==> src/hw/rtl/ctc_ram.sv <==
// ----------------------------------------------------------------------------
// ctc_ram: generic simple dual-port RAM
// One write port, one read port, read data registered.
// ----------------------------------------------------------------------------
module ctc_ram #(
   parameter int WIDTH = 8,
   parameter int DEPTH = 16
) (
   input  logic                     clock,
   input  logic                     wr_en,
   input  logic [$clog2(DEPTH)-1:0] wr_addr,
   input  logic [WIDTH-1:0]         wr_data,
   input  logic [$clog2(DEPTH)-1:0] rd_addr,
   output logic [WIDTH-1:0]         rd_data
);
   logic [WIDTH-1:0] mem_ff [DEPTH];
   logic [WIDTH-1:0] rd_data_ff;

   always_ff @(posedge clock) begin
      if (wr_en) begin
         mem_ff[wr_addr] <= wr_data;
      end
      rd_data_ff <= mem_ff[rd_addr];
   end

   assign rd_data = rd_data_ff;
endmodule

==> config.mk <==
export PLATFORM = sky130hd
export DESIGN_NAME = ctc_ram
export DESIGN_NICKNAME = d
export VERILOG_FILES = /design/src/hw/rtl/ctc_ram.sv
export SDC_FILE = /design/constraint.sdc
export NUM_CORES = 1
export LEC_CHECK = 0
export BUFFER_PORTS_ARGS = -buffer_cell sky130_fd_sc_hd__clkbuf_2
export CORE_MARGIN = 2
export CORE_UTILIZATION = 55
export DETAILED_ROUTE_END_ITERATION = 8
export PLACE_DENSITY = 0.79
export SYNTH_ARGS = -nofsm -noshare
export SYNTH_HDL_FRONTEND = slang
export SYNTH_SLANG_ARGS = --single-unit
==> constraint.sdc <==
create_clock -name clock -period 2.4 [get_ports clock]
set_input_delay 0.36 -clock clock [delete_from_list [all_inputs] [get_ports clock]]
set_output_delay 0.36 -clock clock [all_outputs]
set_load 0.05 [all_outputs]
After elaboration in Yosys (flattened, before gate mapping)
Memories as Yosys holds them, arrays and structs flattened. A register that Yosys moved wholly into a read port is not among the register bits.
Cells that the tools add are included.
{"block": "classes", "mux": 2}
{"op": "2-to-1 mux 1 bit", "count": 2}
{"block": "totals", "word_cells": 3, "ramBits": 128, "reg_bits": 0, "n_memories": 1}
{"memory": "mem_ff", "words": 16, "word_bits": 8, "rd": 1, "rd_ports_with_merged_regs": 1, "write_ports": 1, "line": "16", "text": "logic [WIDTH-1:0] mem_ff [DEPTH];"}

Depth between registers and ports, before layout
{"block": "logic_depth", "word_depth": 2, "mapped_depth": 5, "mapped_depth_nobuf": 3}

Worst setup path after synthesis
Ideal clock, no wire load.
{"block": "synth_path", "path_type": "input -> register", "from": "input port wr_addr[2]", "to": "memory mem_ff[0][0] (enable)", "n_path_buf": 0, "stages": 2, "slack_ps": 547, "setup_time_ps": 383, "t_arrival_ps": 1470, "required_ps": 2017, "path_cell_list": "or3b_2 > nor3_1"}
{"element": "start, declared", "line": "11", "text": "input logic [$clog2(DEPTH)-1:0] wr_addr,"}
{"element": "end, declared", "line": "16"}
No word-level cell before the write port.

Worst setup path after layout
{"block": "layout_path", "from": "register rd_data_ff[2], in the netlist rd_data[2] (read register of mem_ff)", "to": "output port rd_data[2]"}
{"element": "start, declared", "line": "17", "text": "logic [WIDTH-1:0] rd_data_ff;"}
{"element": "end, declared", "line": "14", "text": "output logic [WIDTH-1:0] rd_data"}
No word-level cell between the ends.

==> impl_results.md <==
- Antenna Nets Post-Route: 0
- Critical path type: reg -> out
- Slew @ Worst Pin: 792 ps
- DIE AREA: 10100 sq um
- Final setup viols: 0
- Critical Path Fanout Max: 1
- DP HPWL: 6.21 mm
- Share of post-route cells with drive strength above 1: 31.8%
- Commonest non-fill, non-tap cell in the layout: edfxtp_1
- Period utilization: 64.3%
- Initial drt markers: 257
- Critical path arrival: 1180 ps
- Port Buf Inserts: 25
- RSZ-0062 raised after global routing: false
- DRT Wirelength: 10.2 mm
- Routability Congestion: 0.769
- Initial Util: 56.2%
- Status: complete, no violations
- Clk_skew: 5.56 ps
- Core Rows: 35
- DR WL met2: 5.09 mm
- Area of the multi-input gates: 1060 sq um
- Setup Buffers After CTS: 0
- Vias in the first global route: 2565
- Synth cell types: 19
- Pleak: 2.08 nW
- Slowest cell on crit path: dfxtp_1
- Total global-route track usage: 22.1%
- Routed wl met3: 759 microns
- Relative slew slack: 47.0%
- CTS Hold Bufs: 0
- Detailed-route vias per instance: 6.24
- CP peak stage delay: 370 ps
- Final Hold Fails: 0
- Root Driver: clkbuf_8
- CTS Buffer Depth: 2
- Synth top area share: 74.7%
- Core box area: 9150 sq um
- Fillers: 577
- Clock Sinks: 136
- Avg Cell Area, Syn: 22.5 sq um
- Sequential cell area fraction in the yosys report: 77.8%
- Via count: 2540
- Die height: 101 microns
- Final std cells w/o fill: 407
- Highest Clock Rate: 648 MHz
- Slew Viols, Final: 0
- Buf/Inv on CP: 1
- Pwr Density: 911 nW/um^2
- Most frequent cells in the layout: edfxtp_1 (128), clkbuf_2 (25), buf_4 (19)
- Worst endpoint required time: 2040 ps
- Syn_nets: 247
- Max-Cap Viols: 0
- Cells along the critical path: clkbuf_2
- Overflow after GRT: 0
- Dominant cell type by area after synthesis: edfxtp_1
- TritonCTS clock tree: done
- DP Cell Count: 375
- Fin crit period: 1540 ps
- I/O pin count: 26
- CTS buffer count: 17
- Initial antenna violation count: 0
- Worst Setup End Kind: output pin
- Peak supply drop: 0.485 mV
- Largest net degree at the start of global routing: 25
- Flops & latches, synth: 136
- Fin Setup TNS: 0 ps
- Ys Warns: 0
- R2R setup slack: 1000 ps
- Post-CTS sizing: 0
- Area contributors post-synth: edfxtp_1 (75%), mux4_2 (7.9%), mux4_1 (7.1%), dfxtp_1 (3.1%), a22oi_1 (2.3%)
- CTS clk-pin slew, worst paths: 60 ps
- Reg area: 4000 sq um
- Highest routed metal layer: met4
- H-tree depth: 4
- CP top delay family: flip-flops
- Nets: 301
- Startpoint Class: flip-flop
- Die Width: 101 microns
- Mapped Area: 5150 sq um
- Post-Syn Instances: 229
- Worst-skew pair later-pin latency: 530 ps
- Pre-antenna DRT Iters: 5
- ANT cells: 0
- Layout area overhead: 18.1%
- Met1 Wirelength: 4.13 mm
- Drt drc: 0
- First-pass GRT wire length: 15.2 mm
- Wire per inst: 25.0 microns
- HP Class: in -> reg
==> where the power goes <==
part,switching (W),leakage (nW),internal (W)
logic,0.000190,0.584,0.000105
clock network,0.000990,0.272,0.00158
registers,0.0000163,1.22,0.00266
total,0.00120,2.08,0.00434
==> sequential cells by signal, summed over array words and instances, names as in the netlist <==
name     flops
mem_ff     128
rd_data      8
==> per-stage QoR <==
stage	setup WS [ps]	instance area [sq um]	hold slack (ps)	total power [W]	utilization, %
final	856	6080	241	0.00554	66.4
after global routing	840	6080	265	0.00568	66.4
after CTS	848	6080	237	0.00556	66.4
after detailed placement	419	5490	670	0.00302	60.0
after global placement	447	5490	647	0.00301	60.0
after floorplan	547	5150	459	0.00291	-
==> synth_stat cells (all sizes together) <==
master         number
nor2               13
nor3                4
clkdlybuf4s25       3
a22oi              16
nand2b              2
nor2b               1
nand3b              2
mux4               32
or3b                1
edfxtp            128
dfxtp               8
nand3               1
buf                 7
and2                1
and2b               1
nand2               9
==> logic make-up (layout without fill, tap and decap cells) <==
logic type,count (synthesis),count (layout),synth area share (%)
multiplexers,32,32,15.0
AND/OR/NAND/NOR,35,35,3.18
AO/OA/AOI/OAI,16,16,2.33
flip-flops,136,136,77.8
buffers and inverters,10,77,1.68
==> layout make-up <==
class | count | share of cell area [%]
multi-input combinational | 83 | 17.4
tap | 111 | 2.29
sequential | 136 | 65.9
timing repair buffer | 45 | 4.74
clock inverter | 15 | 2.88
clock buffer | 17 | 6.81
==> worst paths after layout <==
| check | start | end | cells after the start |
|---|---|---|---|
| worst max register to register | mem_ff[0][5]$_DFFE_PP_ | rd_data[5]$_DFF_P_ | 3 |
| worst min register to register | mem_ff[12][7]$_DFFE_PP_ | rd_data[7]$_DFF_P_ | 3 |
| worst min-delay path | wr_data[2] | mem_ff[12][2]$_DFFE_PP_ | 1 |
| worst max-delay path | rd_data[2]$_DFF_P_ | rd_data[2] | 1 |
==> layer usage <==
| layer | global-route usage, % | vias to the layer above |
|---|---|---|
| met3 | 7.21 | 18 |
| met1 | 29.6 | 1320 |
| met2 | 33.8 | 122 |
| li1 | - | 1080 |
| met5 | 0 | - |
| met4 | 9.48 | 0 |
(Power assumes the default switching activity.)
