[src/hw/rtl/ctc_fifo.sv]
// ----------------------------------------------------------------------------
// ctc_fifo: small result queue
// Register-based FIFO; the writer never pushes when full.
// ----------------------------------------------------------------------------
module ctc_fifo #(
   parameter int WIDTH = 8,
   parameter int DEPTH = 4
) (
   input  logic                       clock,
   input  logic                       reset,
   input  logic                       push,
   input  logic [WIDTH-1:0]           push_data,
   input  logic                       pop,
   output logic                       out_valid,
   output logic [WIDTH-1:0]           out_data,
   output logic [$clog2(DEPTH+1)-1:0] count
);
   localparam int PW = (DEPTH > 1) ? $clog2(DEPTH) : 1;
   localparam int CW = $clog2(DEPTH+1);

   logic [WIDTH-1:0] entries_ff [DEPTH];
   logic [PW-1:0]    wr_ptr_ff, wr_ptr_in;
   logic [PW-1:0]    rd_ptr_ff, rd_ptr_in;
   logic [CW-1:0]    count_ff, count_in;

   always_comb begin
      wr_ptr_in = wr_ptr_ff;
      rd_ptr_in = rd_ptr_ff;
      count_in  = count_ff;
      if (push) begin
         wr_ptr_in = (wr_ptr_ff == PW'(DEPTH-1)) ? '0 : wr_ptr_ff + PW'(1);
      end
      if (pop) begin
         rd_ptr_in = (rd_ptr_ff == PW'(DEPTH-1)) ? '0 : rd_ptr_ff + PW'(1);
      end
      if (push && !pop) begin
         count_in = count_ff + CW'(1);
      end else if (pop && !push) begin
         count_in = count_ff - CW'(1);
      end
   end

   always_ff @(posedge clock) begin
      if (reset) begin
         wr_ptr_ff <= '0;
         rd_ptr_ff <= '0;
         count_ff  <= '0;
      end else begin
         wr_ptr_ff <= wr_ptr_in;
         rd_ptr_ff <= rd_ptr_in;
         count_ff  <= count_in;
      end
   end

   always_ff @(posedge clock) begin
      if (push) begin
         entries_ff[wr_ptr_ff] <= push_data;
      end
   end

   assign out_valid = count_ff != '0;
   assign out_data  = entries_ff[rd_ptr_ff];
   assign count     = count_ff;
endmodule
[config.mk]
export PLATFORM = sky130hd
export DESIGN_NAME = ctc_fifo
export DESIGN_NICKNAME = d
export VERILOG_FILES = /design/src/hw/rtl/ctc_fifo.sv
export SDC_FILE = /design/constraint.sdc
export NUM_CORES = 1
export LEC_CHECK = 0
export ABC_AREA = 1
export BUFFER_PORTS_ARGS = -buffer_cell sky130_fd_sc_hd__buf_2
export CORE_MARGIN = 4
export CORE_UTILIZATION = 45
export CTS_BUF_LIST = sky130_fd_sc_hd__clkbuf_8 sky130_fd_sc_hd__clkbuf_16
export DETAILED_ROUTE_END_ITERATION = 7
export PLACE_DENSITY = 0.75
export SLEW_MARGIN = 20
export SYNTH_ARGS = -nofsm -noshare
export SYNTH_HDL_FRONTEND = slang
export SYNTH_SLANG_ARGS = --single-unit
[constraint.sdc]
create_clock -name clock -period 1.4 [get_ports clock]
set_clock_uncertainty 0.15 [all_clocks]
set_input_delay 0.07 -clock clock [delete_from_list [all_inputs] [get_ports clock]]
set_output_delay 0.07 -clock clock [all_outputs]
set_load 0.02 [all_outputs]
[After elaboration in Yosys (flattened, before gate mapping)]
Memory sizes are Yosys's and may differ from the RTL's. A register that Yosys moved wholly into a read port is not among the register bits.
Cells that the tools add are included.
Word-level totals
  memories kept: 1
  logic and storage cells: 24
  output and inout bits: 12
  flip-flop bits (word level): 7
  RAM bits: 32
Memories
  entries_ff: depth 4, width 8, read ports 1, clocked after memory_dff 1, wr ports 1, RTL line 21  | logic [WIDTH-1:0] entries_ff [DEPTH];
Operators by class
  equality and inequality tests: 2
  add/subtract/negate cells: 4
  mux-type cells: 8
  reduce and logical (&&, ||, !) cells: 6
Operators with widths (count)
  $mux W2: 4
  $mux W3: 2
  $add A2 B1 Y2 const B: 2
  $eq A2 B2 Y1 const B: 2
  $add A3 B1 Y3 const B: 1
  $reduce_bool A3 Y1: 1
  $sub A3 B1 Y3 const B: 1
  $logic_and A1 B1 Y1: 2
  $logic_not A1 Y1: 2
  $mux W1: 2
  $reduce_bool A2 Y1: 1

[Depth between registers and ports, before layout]
  depth after elaboration: 4
  mapped depth: 10
  mapped depth without buffers: 10

[Least setup slack after synthesis]
No wires, ideal clock.
  kind: register to register
  start point: register count_ff[0], in the netlist count[0]
  end point: register count_ff[1], in the netlist count[1]
  buffers on the path: 0
  cell stages (with the launch flop): 4
  data arrival time: 1.122 ns
  path slack: 0.012 ns
  required time: 1.134 ns
  setup time: 0.116 ns
  path through: dfxtp_1 > fa_1 > o21ai_0 > nor2_1
On the way
  longest elaborated chain between the ends: 3
RTL lines
  start: declaration: RTL line 24  | logic [CW-1:0] count_ff, count_in;
  start signal: assignment: RTL line 51  | count_ff <= count_in;
  $sub A3 B1 Y3: RTL line 39  | count_in = count_ff - CW'(1);
  $mux W3: RTL line 38  | end else if (pop && !push) begin
  $mux W3 (*): RTL line 36  | if (push && !pop) begin
  net count_in[1]: RTL line 24
The timed path passes the listed nets; every way through them passes the cells marked *. The select of a mux whose other input is x is not followed.
A chain may end at the register's enable or synchronous reset.

==> impl_metrics.tcl <==
set metrics [dict create \
    r2r_cells 5 \
    cap_violations 0 \
    min_period_ns 1.45 \
    worst_pin_slew_ns 0.160 \
    violations "negative setup slack" \
    syn_avg_cell_area_um2 12.2 \
    start_util_pct 47.9 \
    placementRows 21 \
    syn_to_final_growth_pct 36.0 \
    setup_slack_ns -0.0525 \
    power_frac_seq_pct 51.0 \
    critical_path_class "reg2out" \
    slew_violations 0 \
    end_kind "primary output" \
    ant_nets 0 \
    design_area_um2 2240 \
    clock_tree.root_cell "clkbuf_8" \
    grt_pass1_vias 1172 \
    switching_share_pct 24.5 \
    power.internal_w 0.00212 \
    grt-ovfl-total 0 \
    worstHoldStart "pop" \
    slowest_stage "dfxtp_4" \
    yosys.area.top_type_share_pct 58.3 \
    synth_nets 154 \
    die_area_um2 4700 \
    ys.flop_type "edfxtp_1" \
    grt_max_degree 17 \
    track_usage_pct 15.3 \
    fin_util_pct 65.2 \
    fin_crit_sh_pct 104 \
    max_freq_mhz 688 \
    tritoncts "yes" \
    async_flop_share_pct 0 \
    p_sw_w 0.000687 \
    startpoint_type "flip-flop" \
    p_comb_share_pct 17.3 \
    dieHeight_um 68.5 \
    synth.ff_latch_count 41 \
    gp_congestion 0.739 \
    synth_area_leaders "edfxtp_1, dfxtp_1, nor2_1" \
    cts.sinks 41 \
    cts.htree.levels 2 \
    r2r-end "count[2]" \
    finalSetupViolCount 7 \
    outcome "finished, violations left" \
    grt_first_pass_wirelength_um 4980 \
    clk_latency_ns 0.29 \
    ir_drop_mv 0.633 \
    cts_buffers 5 \
    fp.coreArea_um2 3440 \
    nNetsFinal 207 \
    leakage_nw 0.929 \
    place_area_um2 1910 \
    drtPass1Iterations 4 \
    cts_buffer_depth 2 \
    die_w_um 68.5 \
    crit_chain "buf_6, o21ai_1, o22ai_1, buf_4" \
    synth_cells 135 \
    synth.most_common_cell "edfxtp_1" \
    route.vias.total 1154 \
    antenna_found_initial 0 \
    rr_startpoint "count[0]" \
    drive_gt1_share_pct 34.9 \
    rsz0062_at_grt "yes" \
    synth_common_cells "edfxtp_1, nor2_1, inv_1, o21ai_0" \
    drt_iter0_drc 89 \
    yosys_warnings 0 \
    wl_per_cell_um 13.9 \
    cp_data_arrival_time_ns 1.23 \
    r2r_slack_ns 0.06 \
    power_frac_clock_pct 31.7 \
    place_ws_ns -0.0830 \
    vias_per_cell 4.91 \
    dp_hpwl_um 2190 \
    synth_area_um2 1650 \
    insertedDiodeCount 0 \
    port_buffers 23 \
    slew_headroom_pct 89.2 \
    holdPathStages 5 \
    timing.hold.ws_ns 0.0773 \
    ys_seq_area_share_pct 69.2 \
    synth_top_area_cell "edfxtp_1" \
    hold_path_class "in2reg" \
    synth_cell_type_count 19 \
    fillers 260 \
    p_per_area_nw_per_um2 1250 \
    cp.required_ns 1.18 \
    path_max_fanout 4 \
    hold_viol_final 0 \
    synth_edf_count 32 \
    wl_um 3270 \
    drc 0 \
    ioPinCount 24 \
    critical-path-max-stage-delay_ns 0.41 \
    clkTransAtPathRegs_ns 0.07 \
]
==> kinds of logic (layout without fill, tap and decap cells) <==
family,count (synthesis),after routing,share of synthesized area [%]
flip-flops,41,41,69.2
buffers and inverters,18,72,5.01
adder cells (fa/ha/maj),7,7,5.77
AND/OR/NAND/NOR,38,38,9.33
XOR/XNOR,1,1,0.531
AO/OA/AOI/OAI,30,30,10.2
==> worst max-delay path: cells and delay by family, from the launching register on <==
kind                   cells  cell delay, ns
AOI/OAI and AO/OA          2            0.24
buffers and inverters      2            0.29
DFF                        1            0.41
==> layer usage <==
layer	GRT usage [%]	vias up	share of wire, %
li1	-	575	-
met1	15.2	543	39
met2	27.7	30	54
met3	4.54	6	5.0
met4	9.43	0	1.6
met5	0	-	0
==> repair_timing <==
item / in CTS / in global routing
pin swaps: 8 / 10
gates resized for setup: 29 / 19
endpoints found under the hold margin: 39 / 0
hold buffers: 10 / 0
endpoints found under the setup margin: 9 / 13
buffers inserted: 1 / 1
==> flip-flops by register name, summed over array words and instances, names as in the netlist, named ones only <==
name and cells:
rd_ptr_ff 2, entries_ff 32, count 3, wr_ptr_ff 2
==> area by class of cell <==
| cell class | instances | area, µm² | area share [%] |
|---|---|---|---|
| flip-flops and latches | 41 | 1150 | 51.4 |
| multi-input cells | 76 | 469 | 20.9 |
| repair buffers | 48 | 390 | 17.4 |
| well taps | 46 | 57.6 | 2.57 |
| clock inverters | 3 | 37.5 | 1.67 |
| clock buffers | 5 | 68.8 | 3.07 |
| inverters | 16 | 67.6 | 3.01 |
==> worst max path at each step <==
stage | startpoint | end | slack (ns) | cells past startpoint
2_1_floorplan | count[0] | count[1] | 0.01 | 3
3_3_place_gp | pop | count[2] | 0.03 | 11
3_5_place_dp | pop | count[2] | -0.08 | 11
4_1_cts | flip-flop | out_data[6] | -0.06 | 4
5_1_grt | flip-flop | out_data[5] | -0.11 | 4
6_report | flip-flop | out_data[5] | -0.05 | 4
==> power groups by stage <==
stage               Combinational [W]  Sequential (W)  Clock [W]
floorplan                    0.000227         0.00146          0
detailed placement           0.000399         0.00145          0
CTS                          0.000461         0.00143   0.000912
global placement             0.000378         0.00144          0
finish                       0.000486         0.00143   0.000889
global route                 0.000531         0.00144   0.000957
==> cell usage in the layout, fill, tap and decap left out <==
master,n
a21oi_1,3
buf_12,1
buf_2,15
buf_4,15
buf_6,6
buf_8,1
bufinv_16,1
clkbuf_8,5
clkinv_1,1
dfxtp_1,4
dfxtp_2,3
dfxtp_4,2
dlygate4sd3_1,10
edfxtp_1,32
fa_2,1
ha_1,6
inv_1,15
inv_4,1
inv_6,1
nand2_1,9
nand3_1,1
nand4_1,1
nor2_1,22
nor2_2,3
nor3_1,2
o21ai_0,5
o21ai_1,5
o21ai_2,9
o22ai_1,6
o22ai_2,2
xor2_1,1
==> through the flow <==
| step | std cells | TNS [ns] | total power [W] |
|---|---|---|---|
| after floorplan | 135 | 0 | 0.00168 |
| after global placement | 215 | 0 | 0.00182 |
| after detailed placement | 215 | -0.0913 | 0.00184 |
| after CTS | 234 | -0.393 | 0.00280 |
| after global routing | 235 | -0.697 | 0.00293 |
| final | 235 | -0.237 | 0.00281 |
Power figures use the tool's default switching activity.
