<file path="config.mk">
export PLATFORM = sky130hd
export DESIGN_NAME = ctc_cell
export DESIGN_NICKNAME = d
export VERILOG_FILES = /design/src/hw/rtl/ctc_pkg.sv /design/src/hw/rtl/ctc_cell.sv
export SDC_FILE = /design/constraint.sdc
export NUM_CORES = 1
export LEC_CHECK = 0
export BUFFER_PORTS_ARGS = -buffer_cell sky130_fd_sc_hd__buf_2
export CAP_MARGIN = 30
export CORE_MARGIN = 4
export CORE_UTILIZATION = 48
export CTS_BUF_LIST = sky130_fd_sc_hd__clkbuf_16
export DETAILED_ROUTE_END_ITERATION = 12
export GPL_ROUTABILITY_DRIVEN = 0
export HOLD_SLACK_MARGIN = 0.06
export PLACE_DENSITY = 0.84
export SYNTH_ARGS = -nofsm -noshare
export SYNTH_HDL_FRONTEND = slang
export SYNTH_SLANG_ARGS = --single-unit
</file>
<file path="constraint.sdc">
create_clock -name clock -period 5 [get_ports clock]
set_clock_uncertainty 0.2 [all_clocks]
set_input_delay 0.5 -clock clock [delete_from_list [all_inputs] [get_ports clock]]
set_output_delay 0.5 -clock clock [all_outputs]
set_load 0.005 [all_outputs]
</file>
<file path="src/hw/rtl/ctc_pkg.sv">
// ----------------------------------------------------------------------------
// ctc_pkg: shared types and constants for the census transform block
// Word layouts, register indexes, reset values and the cell band struct.
// ----------------------------------------------------------------------------
package ctc_pkg;

   // field widths
   localparam int PIX_W       = 8;
   localparam int CENSUS_W    = 49;
   localparam int CCOL_W      = 11;
   localparam int CROW_W      = 12;

   // configuration registers
   localparam int WIDTH_CFG_W = 12;
   localparam int DIAM_W      = 3;
   localparam int TOL_W       = 8;
   localparam int CSR_W       = 12;
   localparam int CSR_IDX_W   = 2;

   localparam logic [CSR_IDX_W-1:0] CSR_IMAGE_WIDTH     = 2'd0;
   localparam logic [CSR_IDX_W-1:0] CSR_WINDOW_DIAMETER = 2'd1;
   localparam logic [CSR_IDX_W-1:0] CSR_TOLERANCE       = 2'd2;

   localparam logic [WIDTH_CFG_W-1:0] IMAGE_WIDTH_RST     = 12'd640;
   localparam logic [DIAM_W-1:0]      WINDOW_DIAMETER_RST = 3'd7;
   localparam logic [TOL_W-1:0]       TOLERANCE_RST       = 8'd0;

   // defaults for the top-level parameters
   localparam int MAX_WIDTH_DEF    = 2048;
   localparam int MAX_DIAMETER_DEF = 7;

   // last row number before the row counter saturates
   localparam logic [CROW_W-1:0] ROW_LIMIT = 12'd4095;
   localparam logic [PIX_W-1:0]  PIX_MAX   = 8'd255;

   // result queue depth
   localparam int OUT_DEPTH = 4;

   typedef struct packed {
      logic [PIX_W-1:0] pixel;
      logic             frame_start;
   } req_type;

   typedef struct packed {
      logic [CENSUS_W-1:0] census_bits;
      logic [CENSUS_W-1:0] confidence_bits;
      logic [CCOL_W-1:0]   center_column;
      logic [CROW_W-1:0]   center_row;
   } rsp_type;

   // what every window cell compares its sample against
   typedef struct packed {
      logic [PIX_W-1:0] center;
      logic [PIX_W-1:0] low;
      logic [PIX_W-1:0] high;
   } band_type;

endpackage

</file>
<file path="src/hw/rtl/ctc_cell.sv">
// ----------------------------------------------------------------------------
// ctc_cell: one window cell
// Holds one sample, takes its right neighbor's sample on shift, and
// compares its sample against the window center and tolerance band.
// ----------------------------------------------------------------------------
module ctc_cell (
   input  logic                    clock,
   input  logic                    reset,
   input  logic                    shift,
   input  logic [ctc_pkg::PIX_W-1:0] feed,
   input  ctc_pkg::band_type       band,
   output logic [ctc_pkg::PIX_W-1:0] sample,
   output logic                    census_bit,
   output logic                    conf_bit
);
   import ctc_pkg::*;

   logic [PIX_W-1:0] sample_ff;
   logic [PIX_W-1:0] sample_in;

   assign sample_in = shift ? feed : sample_ff;

   always_ff @(posedge clock) begin
      if (reset) begin
         sample_ff <= '0;
      end else begin
         sample_ff <= sample_in;
      end
   end

   assign sample     = sample_ff;
   assign census_bit = sample_ff < band.center;
   assign conf_bit   = (sample_ff <= band.low) || (sample_ff >= band.high);
endmodule

</file>
# ---- Word level (Yosys, flattened, before mapping)
# Cells that the tools add are included.
dict set report classes {
  order_cmp 3
  n_reduce_logical 1
}
# operator count
set op_table {}
lappend op_table {{$ge A8 B8 Y1} 1}
lappend op_table {{$le A8 B8 Y1} 1}
lappend op_table {{$lt A8 B8 Y1} 1}
lappend op_table {{$logic_or A1 B1 Y1} 1}
dict set report word_totals {
  regBits 8
  inputBits 35
  out_inout_bits 10
  word_cells 5
}

# ---- Depth between registers and ports, before layout
# Gate-level depths: netlist of run 1.
dict set report logic_depth {
  depth_word 2
  depth_mapped 6
}

# ---- Worst setup path before layout of run 1
# Ideal clock, no wire load.
dict set report synth_timing {
  path_kind {input-to-output}
  startpoint {in band[0] in the netlist's numbering}
  endpoint {out conf_bit}
  arrival_time_ns 1.458
  t_required_ns 4.300
  setup_slack_ns 2.842
  path_stages 5
  path_cell_list {ha_1 > nand2b_4 > a2111oi_4 > a211o_1 > o311ai_1}
}
dict set report synth_between {
  elab_chain_cells 2
}
# element line
set synth_lines {}
lappend synth_lines {{start, declared} ctc_cell.sv:11} ;# input ctc_pkg::band_type band,
lappend synth_lines {{$ge A8 B8 Y1} ctc_cell.sv:33} ;# assign conf_bit = (sample_ff <= band.low) || (sample_ff >= band.high);
lappend synth_lines {{$logic_or A1 B1 Y1} ctc_cell.sv:33}
lappend synth_lines {{end, declared} ctc_cell.sv:14} ;# output logic conf_bit
# No other way between the ends.

# ---- Final worst setup path of run 1
dict set report layout_timing {
  startpoint {reg sample_ff[0] (netlist: sample[0])}
  endpoint {out conf_bit}
}
dict set report layout_between {
  elab_chain_cells 2
}
# element line
set layout_lines {}
lappend layout_lines {{start, declared} ctc_cell.sv:18} ;# logic [PIX_W-1:0] sample_ff;
lappend layout_lines {{start signal, assigned} ctc_cell.sv:27} ;# sample_ff <= sample_in;
lappend layout_lines {{$le A8 B8 Y1 or $ge A8 B8 Y1 (tied branches)} ctc_cell.sv:33}
lappend layout_lines {{$logic_or A1 B1 Y1 (*)} ctc_cell.sv:33}
# Mark *: on every way between the ends. The rest lies on a longest branch, timed or not.

==> results.json, run 1 <==
{
  "route.vias.total": 838,
  "synth.net_count": 159,
  "cts.sink_count": 8,
  "synthDistinctLibCells": 24,
  "total_switching_power_mw": 0.06639,
  "largest_net_degree_at_the_start_of_global_routing": 9,
  "clock_power_share": 0.481,
  "drt_first_iter_violations": 6,
  "path_class": "flop to output port",
  "grt_usage": 0.1861,
  "setup_viol": 0,
  "numCtsBuffers": 3,
  "syn_area_sq_um": 867.1,
  "final-hold-violation-count": 0,
  "worstMarginPinSlew_ns": 0.2731,
  "starting_density_of_the_core": 0.5022,
  "dr.pass1.iters": 2,
  "final.setup.tns_ns": 0,
  "crit_path_max_fanout": 4,
  "detailed_place_hpwl_mm": 1.793,
  "synth-warning-count": 0,
  "count_of_input_and_output_buffers": 44,
  "synth_top_area_cell": "sky130_fd_sc_hd__ha_1",
  "synth_sequential_area_ratio": 0.1847,
  "drt.antenna.violating_nets": 0,
  "cts.path.max_buffers": 2,
  "power.leakage_nw": 0.7295,
  "setup.worst_path.end_class": "output port",
  "hold_path_class": "input pin to flop",
  "layout-drive-gt1-share": 0.3425,
  "p_per_area_mw_per_mm2": 232.1,
  "mostFrequentLayoutCells": "sky130_fd_sc_hd__buf_2 (44), sky130_fd_sc_hd__inv_1 (23), sky130_fd_sc_hd__ha_1 (23)",
  "first_global_vias": 882,
  "avgRoutedWirePerCell_um": 12.30,
  "antenna-diode-count": 0,
  "synthCells": 101,
  "worst_setup_hold_path_clk_slew_ns": 0.03,
  "slowest_stage": "sky130_fd_sc_hd__dfxtp_1",
  "core_region_area_sq_mm": 0.001727,
  "ir_worst_vdd_mv": 0.3290,
  "drt_drc_violations_left": 0,
  "critical_path.cell_chain": "inv_1 -> ha_1 -> nand2b_4 -> a2111oi_4 -> a211o_1 -> o311ai_1 -> buf_2",
  "clock.fmax_ghz": 0.4017,
  "filler_cell_count": 134,
  "antenna_violations_before_repair": 0,
  "post_dp_cell_area_sq_mm": 0.001110,
  "post-cts-setup-buffer-count": 0,
  "finish.net_count": 206,
  "synth_top_cells_by_area": "sky130_fd_sc_hd__ha_1 (33%), sky130_fd_sc_hd__dfxtp_1 (18%), sky130_fd_sc_hd__inv_1 (10%), sky130_fd_sc_hd__mux2i_1 (9.2%), sky130_fd_sc_hd__nor2_1 (4.3%)",
  "timing.final.crit_share": 0.4979,
  "combinationalPowerShare": 0.251,
  "power.share.switching": 0.2414,
  "synth_area_per_cell_sq_um": 8.585,
  "fin_area_sq_mm": 0.001185,
  "route.detailed.vias_per_inst": 4.901,
  "run_status": "complete, no violations",
  "worst-endpoint-arrival_ns": 1.79,
  "cts_tree": "built",
  "clkLatencyLatePin_ns": 0.23,
  "die_h_um": 50.50,
  "grt_pass1_wl_mm": 3.512,
  "hold_buffers": 0,
  "dieWidth_um": 50.50,
  "globalRoute.totalOverflow": 0,
  "rsz0062_at_grt": "false",
  "cap_viol_max_count": 0,
  "slew_viol_final": 0,
  "dieArea_sq_mm": 0.002550,
  "pre_cts_slack_ns": 2.573,
  "layout_commonest_cell": "sky130_fd_sc_hd__buf_2",
  "root_buffer_cell": "sky130_fd_sc_hd__clkbuf_16",
  "postRouteWirelength_mm": 2.104,
  "cell_internal_pwr_mw": 0.2086,
  "critical_path.startpoint_type": "flop",
  "share_of_yosys_cell_area_claimed_by_the_top_area_cell_type": 0.3319,
  "htreeDepth": 1,
  "post_cts_resized": 0,
  "post-route-worst-setup-slack_ns": 2.511,
  "cpPeakStageDelay_ns": 0.36,
  "power.sequential.fraction": 0.268,
  "worst_ep_required_time_ns": 4.30,
  "num_rows": 15,
  "yosys_register_bits": 8,
  "ios": 45,
  "layout-area-overhead-vs-synth_pct": 36.65,
  "period_minus_slack_ns": 2.489,
  "relSlewSlack": 0.8168,
  "max_reg_flops": 8
}
cell families after synthesis:
logic type               synth area share
AND/OR/NAND/NOR                    0.1183
AO/OA/AOI/OAI                      0.1631
adder cells (fa/ha/maj)            0.3319
buffers and inverters              0.1097
multiplexers                      0.09236
flip-flops                         0.1847
path summary, 6_finish.rpt:
check,from,end,slack (ns),cells after the start
setup / recovery,sample[0],conf_bit,2.51,7
hold / removal,feed[3],sample[3],0.31,3
hold reg to reg,sample[0],sample[0],0.35,2
setup reg to reg,sample[1],sample[1],4.13,2
synth_stat cells:
cell type and count:
sky130_fd_sc_hd__ha_1 23, sky130_fd_sc_hd__inv_1 23, sky130_fd_sc_hd__nor2_1 10, sky130_fd_sc_hd__dfxtp_1 8, sky130_fd_sc_hd__mux2i_1 8, sky130_fd_sc_hd__a21oi_1 5, sky130_fd_sc_hd__nand4_1 4, sky130_fd_sc_hd__a21o_1 3
sky130_fd_sc_hd__nand3_1 2, sky130_fd_sc_hd__a2111oi_4 1, sky130_fd_sc_hd__a211o_1 1, sky130_fd_sc_hd__a211oi_1 1, sky130_fd_sc_hd__a211oi_2 1, sky130_fd_sc_hd__a21boi_0 1, sky130_fd_sc_hd__buf_1 1, sky130_fd_sc_hd__buf_2 1
sky130_fd_sc_hd__nand2_1 1, sky130_fd_sc_hd__nand2b_1 1, sky130_fd_sc_hd__nand2b_4 1, sky130_fd_sc_hd__nor2b_1 1, sky130_fd_sc_hd__o211ai_1 1, sky130_fd_sc_hd__o21ai_0 1, sky130_fd_sc_hd__o311ai_1 1, sky130_fd_sc_hd__o31a_1 1
power by group through the flow:
stage	sequential [mW]	clock, mW	combinational, mW
CTS	0.0736	0.136	0.0700
finish	0.0736	0.132	0.0691
global placement	0.0742	0	0.0656
detailed placement	0.0746	0	0.0693
floorplan	0.0734	0	0.0430
global route	0.0744	0.139	0.0796
area by class of cell:
class                           count  area, sq um  share of cell area
Timing Repair Buffer               44        220.2              0.1858
Inverter                           23        86.33             0.07286
Tap cell                           25        31.28             0.02640
Clock buffer                        3        75.07             0.06336
Sequential cell                     8        160.2              0.1352
Multi-Input combinational cell     68        611.8              0.5164
worst max-delay path, delay by kind of cell, from the launching register on:
kind / cells / cell delay (ns)
AND/OR/NAND/NOR: 1 / 0.15
adder cells (fa/ha/maj): 1 / 0.27
flip-flops: 1 / 0.36
AO/OA/AOI/OAI: 3 / 0.56
buffers and inverters: 2 / 0.23
per-stage QoR:
step / hold slack [ns] / cells / total power, mW / util
CTS: 0.3085 / 171 / 0.2797 / 0.6862
floorplan: 0.3209 / 101 / 0.1164 / -
global route: 0.3449 / 171 / 0.2931 / 0.6862
finish: 0.3053 / 171 / 0.2750 / 0.6862
detailed placement: 0.3596 / 168 / 0.1439 / 0.6428
global placement: 0.3344 / 168 / 0.1398 / 0.6428
layer usage:
metal / vias to the layer above / part of all wire / GRT usage
li1: 440 / - / -
met4: 0 / 0.023 / 0.1076
met5: - / 0 / 0
met1: 371 / 0.40 / 0.1856
met3: 6 / 0.039 / 0.03561
met2: 21 / 0.54 / 0.3522
Power figures use the tool's default switching activity.
==> run 2, diff against run 1 <==
CORE_UTILIZATION = 40   (was 48)
PLACE_DENSITY = 0.75   (was 0.84)
clock period = 2.1 ns   (was 5 ns; I/O delays follow)
==> run 2 against run 1 <==
Effect of this change: sequential share of layout area decreased by 1.3 points; die area up 17%; global-route usage rose by 0.065 points; core utilization increased by 0.88 points.
==> results.json, run 2 (synthesized netlist as in run 1, its figures left out) <==
{
  "grt_most_used_layer": "met2",
  "dr.pass1.iters": 4,
  "slew_viol_final": 0,
  "antenna_violations_before_repair": 0,
  "post-route-worst-setup-slack_ns": 0.02725,
  "rsz0062_at_grt": "true",
  "final-hold-violation-count": 0,
  "avgRoutedWirePerCell_um": 12.73,
  "pre_cts_slack_ns": 0.1596,
  "p_per_area_mw_per_mm2": 498.7,
  "layout-drive-gt1-share": 0.3804,
  "postRouteWirelength_mm": 2.419,
  "filler_cell_count": 165,
  "grt_usage": 0.1868,
  "regToRegSetupSlack_ns": 0.61,
  "route.vias.total": 919,
  "cap_viol_max_count": 0,
  "clkLatencyLatePin_ns": 0.23,
  "hold_path_class": "input pin to flop",
  "ir_worst_vdd_mv": 0.5193,
  "count_of_input_and_output_buffers": 44,
  "max_reg_flops": 8,
  "critical_path.reg2reg.startpoint": "sample[0]",
  "post_dp_cell_area_sq_mm": 0.001112,
  "grtUsageMet1": 0.1824,
  "worstHoldPathCells": 2,
  "period_minus_slack_ns": 2.073,
  "worst_r2r_path_depth": 4,
  "crit_path_end": "conf_bit",
  "cts_tree": "built",
  "globalRouteMet2Util": 0.3685,
  "cts.sink_count": 8,
  "critical_path.startpoint_type": "flop",
  "first_global_vias": 941,
  "numCtsBuffers": 3,
  "globalRoute.totalOverflow": 0,
  "cts.path.max_buffers": 2,
  "grt_use_met3": 0.05177,
  "power.leakage_nw": 0.8178,
  "dieArea_sq_mm": 0.002977,
  "relSlewSlack": 0.8400,
  "detailed_place_hpwl_mm": 1.789,
  "worst_ep_required_time_ns": 1.69,
  "path_class": "flop to output port",
  "largest_net_degree_at_the_start_of_global_routing": 9,
  "htreeDepth": 1,
  "layout_commonest_cell": "sky130_fd_sc_hd__buf_2",
  "crit_path_max_fanout": 2,
  "worst-endpoint-arrival_ns": 1.66,
  "timing.final.crit_share": 0.9870,
  "clock.fmax_ghz": 0.4825,
  "crit_path_start": "sample[0]",
  "grt_pass1_wl_mm": 3.870,
  "worst_setup_hold_path_clk_slew_ns": 0.03,
  "drt_first_iter_violations": 11,
  "layout-area-overhead-vs-synth_pct": 60.46,
  "drt.antenna.violating_nets": 0,
  "route.detailed.vias_per_inst": 4.837,
  "starting_density_of_the_core": 0.4331,
  "finish.net_count": 223,
  "worstMarginPinSlew_ns": 0.2363,
  "setup.worst_path.end_class": "output port",
  "drt_drc_violations_left": 0,
  "die_h_um": 54.56,
  "antenna-diode-count": 0,
  "dieWidth_um": 54.56,
  "mostFrequentLayoutCells": "sky130_fd_sc_hd__buf_2 (44), sky130_fd_sc_hd__inv_1 (22), sky130_fd_sc_hd__ha_1 (21)",
  "root_buffer_cell": "sky130_fd_sc_hd__clkbuf_16",
  "critical_path.reg2reg.endpoint": "sample[0]",
  "core_region_area_sq_mm": 0.002002,
  "setup_viol": 0,
  "ios": 45,
  "num_rows": 16,
  "fin_area_sq_mm": 0.001391,
  "run_status": "complete, no violations"
}
## run 2: changes by cell type in the layout (fill, tap and decap cells not counted), sizes merged
cell         change
buf              +2
dlygate4sd3     +15
## run 2: cell type report
| cell class | instances | area (sq um) | area share |
|---|---|---|---|
| multi-input cells | 68 | 640.6 | 0.4604 |
| repair buffers | 61 | 385.4 | 0.2770 |
| flip-flops and latches | 8 | 170.2 | 0.1223 |
| inverters | 23 | 86.33 | 0.06205 |
| clock buffers | 3 | 75.07 | 0.05396 |
| well taps | 27 | 33.78 | 0.02428 |
## run 2: report_power, final
| group | switching, mW | leakage, nW | internal (mW) | total [mW] |
|---|---|---|---|---|
| logic | 0.0836 | 0.712 | 0.116 | 0.199 |
| registers | 0.0141 | 0.0685 | 0.163 | 0.177 |
| clock network | 0.0724 | 0.0370 | 0.245 | 0.318 |
| total | 0.170 | 0.818 | 0.524 | 0.694 |
## run 2: repair_timing
item / 4_1_cts / 5_1_grt
gates resized for setup: 3 / 8
hold endpoints to repair: 8 / 0
setup endpoints to repair: 1 / 2
buffers inserted: 1 / 1
pin swaps: 2 / 5
gates cloned: 0 / 0
hold buffers: 15 / 0
## run 2: worst min-delay path by stage
stage / start / end / slack, ns
6_report: reset / sample[5] / 0.05
5_1_grt: reset / sample[5] / 0.08
4_1_cts: reset / sample[5] / 0.06
3_5_place_dp: feed[3] / sample[3] / 0.26
3_3_place_gp: feed[6] / sample[6] / 0.25
2_1_floorplan: feed[0] / sample[0] / 0.16
## run 2: worst max-delay path, stage by stage (launching register included)
cell                        delay [ns]
sky130_fd_sc_hd__dfxtp_2          0.31
sky130_fd_sc_hd__inv_2            0.07
sky130_fd_sc_hd__ha_4             0.19
sky130_fd_sc_hd__nand2b_4         0.14
sky130_fd_sc_hd__a2111oi_4        0.34
sky130_fd_sc_hd__a211o_1          0.14
sky130_fd_sc_hd__o311ai_1         0.09
sky130_fd_sc_hd__buf_2            0.15
## run 2: layer usage
metal / vias up / share of wire
met5: - / 0
met4: 0 / 0.0079
met3: 4 / 0.046
met2: 22 / 0.57
met1: 419 / 0.38
li1: 474 / -
## run 2: per-stage QoR
| stage | hold slack, ns | TNS [ns] | power, mW | instances | util |
|---|---|---|---|---|---|
| finish | 0.05222 | 0 | 0.6939 | 190 | 0.6950 |
| floorplan | 0.1572 | 0 | 0.2772 | 101 | - |
| CTS | 0.06122 | 0 | 0.6896 | 189 | 0.6738 |
| global route | 0.08484 | -0.06007 | 0.7431 | 190 | 0.6950 |
| global placement | 0.2455 | 0 | 0.3342 | 170 | 0.5556 |
| detailed placement | 0.2603 | 0 | 0.3437 | 170 | 0.5556 |
==> run 3, diff against run 2 <==
CELL_PAD_IN_SITES_DETAIL_PLACEMENT = 1   (was unset)
CELL_PAD_IN_SITES_GLOBAL_PLACEMENT = 2   (was unset)
CORE_UTILIZATION = 22   (was 40)
PLACE_DENSITY = unset   (was 0.75)
PLACE_DENSITY_LB_ADDON = 0.1   (was unset)
==> run 3 against run 2 <==
Effect of this change: core utilization is 33 points lower; first-iteration DRC count is 27% higher; sequential power hardly changed; critical path type unchanged; largest cell class unchanged; highest routed layer unchanged.
==> results.json, run 3 (synthesized netlist as in run 1, its figures left out) <==
{
  "run_status": "complete, no violations",
  "stdcell_count": 205,
  "core_region_area_sq_mm": 0.003744,
  "num_rows": 22,
  "drt.antenna.violating_nets": 0,
  "grtUsageMet1": 0.1221,
  "detailed_place_hpwl_mm": 2.067,
  "rsz0062_at_grt": "true",
  "total_switching_power_mw": 0.1696,
  "cell_internal_pwr_mw": 0.5196,
  "count_of_input_and_output_buffers": 44,
  "final-hold-violation-count": 0,
  "p_per_area_mw_per_mm2": 498.9,
  "dieArea_sq_mm": 0.005010,
  "finish.net_count": 217,
  "route.vias.total": 872,
  "max_reg_flops": 8,
  "hold_slack_ns": 0.05713,
  "ir_worst_vdd_mv": 0.3411,
  "first_global_vias": 916,
  "worstMarginPinSlew_ns": 0.2594,
  "p_total_mw": 0.6892,
  "drt_drc_violations_left": 0,
  "root_buffer_cell": "sky130_fd_sc_hd__clkbuf_16",
  "filler_cell_count": 471,
  "power.share.switching": 0.2461,
  "postRouteWirelength_mm": 2.420,
  "relSlewSlack": 0.8255,
  "htreeDepth": 1,
  "slew_viol_final": 0,
  "cts.sink_count": 8,
  "globalRouteMet2Util": 0.1668,
  "avgRoutedWirePerCell_um": 11.80,
  "hold_path_class": "input pin to flop",
  "pre_cts_slack_ns": 0.1057,
  "ios": 45,
  "hold_start": "reset",
  "clkLatencyLatePin_ns": 0.23,
  "starting_density_of_the_core": 0.2316,
  "power.leakage_nw": 0.7835,
  "drt_first_iter_violations": 14,
  "clock.fmax_ghz": 0.4863,
  "cts.path.max_buffers": 2,
  "route.detailed.vias_per_inst": 4.254,
  "path_class": "flop to output port",
  "critical_path.startpoint_type": "flop",
  "cap_viol_max_count": 0,
  "grt_pass1_wl_mm": 4.008,
  "finalCoreUtilization": 0.3690,
  "grt_usage": 0.09994,
  "critical_path.reg2reg.startpoint": "sample[1]",
  "die_h_um": 70.78,
  "dpl.cell_count": 192,
  "combinationalPowerShare": 0.282,
  "period_minus_slack_ns": 2.056,
  "antenna_violations_before_repair": 0,
  "mostFrequentLayoutCells": "sky130_fd_sc_hd__buf_2 (44), sky130_fd_sc_hd__inv_1 (22), sky130_fd_sc_hd__ha_1 (20)",
  "dr.pass1.iters": 4,
  "timing.final.crit_share": 0.9792,
  "dieWidth_um": 70.78,
  "layout_commonest_cell": "sky130_fd_sc_hd__buf_2",
  "power.sequential.fraction": 0.257,
  "antenna-diode-count": 0,
  "layout-drive-gt1-share": 0.4268,
  "crit_path_start": "sample[0]",
  "crit_path_max_fanout": 2,
  "worst-endpoint-arrival_ns": 1.65,
  "numCtsBuffers": 3,
  "globalRoute.totalOverflow": 0,
  "post-route-worst-setup-slack_ns": 0.04378,
  "setup.worst_path.end_class": "output port",
  "grt_use_met3": 0.01420,
  "fin_area_sq_mm": 0.001381,
  "cts_tree": "built",
  "final.setup.tns_ns": 0,
  "largest_net_degree_at_the_start_of_global_routing": 9,
  "layout-area-overhead-vs-synth_pct": 59.31,
  "worst_setup_hold_path_clk_slew_ns": 0.04,
  "post_dp_cell_area_sq_mm": 0.001146,
  "clock_power_share": 0.461,
  "setup_viol": 0,
  "grt_most_used_layer": "met2",
  "worst_ep_required_time_ns": 1.69
}
-- run 3: cell count changes in the layout (fill, tap and decap cells not counted), sizes merged --
cell | before | now
buf | 46 | 47
dlygate4sd3 | 15 | 8
-- run 3: routing by layer --
metal / wire (um) / up-vias / part of all wire
li1: - / 458 / -
met1: 1118 / 383 / 0.46
met2: 1120 / 26 / 0.46
met3: 128 / 5 / 0.053
met4: 52 / 0 / 0.021
met5: 0 / - / 0
-- run 3: worst paths after layout --
path,end,slack [ns],cells after the start
setup reg to reg,sample[1],1.12,3
hold reg to reg,sample[7],0.36,2
setup / recovery,conf_bit,0.04,7
hold / removal,sample[6],0.06,2
-- run 3: power groups by stage --
stage          Clock (mW)  Combinational (mW)  Sequential, mW
6_report            0.318               0.194           0.177
5_1_grt             0.336               0.221           0.179
4_1_cts             0.323               0.193           0.177
3_5_place_dp            0               0.170           0.179
3_3_place_gp            0               0.166           0.178
2_1_floorplan           0               0.102           0.175
-- run 3: cell type report --
type	instances	area (sq um)	share of cell area
multi-input cells	68	665.6	0.4819
flip-flops and latches	8	171.4	0.1241
repair buffers	55	322.8	0.2337
well taps	48	60.06	0.04348
inverters	23	86.33	0.06250
clock buffers	3	75.07	0.05435
-- run 3: repair_timing --
action                                  CTS  global route
hold buffers                              8             0
endpoints found under the hold margin     8             0
pin swaps                                 5             4
gates cloned                              0             0
buffers inserted                          1             1
resized for setup                        11             4
endpoints found under the setup margin    1             2
-- run 3: worst max-delay path: stages (launching register included) --
cell                        delay [ns]
sky130_fd_sc_hd__dfxtp_2          0.33
sky130_fd_sc_hd__inv_2            0.05
sky130_fd_sc_hd__ha_4             0.20
sky130_fd_sc_hd__nand2b_4         0.14
sky130_fd_sc_hd__a2111oi_4        0.28
sky130_fd_sc_hd__a211o_1          0.17
sky130_fd_sc_hd__o311ai_2         0.10
sky130_fd_sc_hd__buf_2            0.14
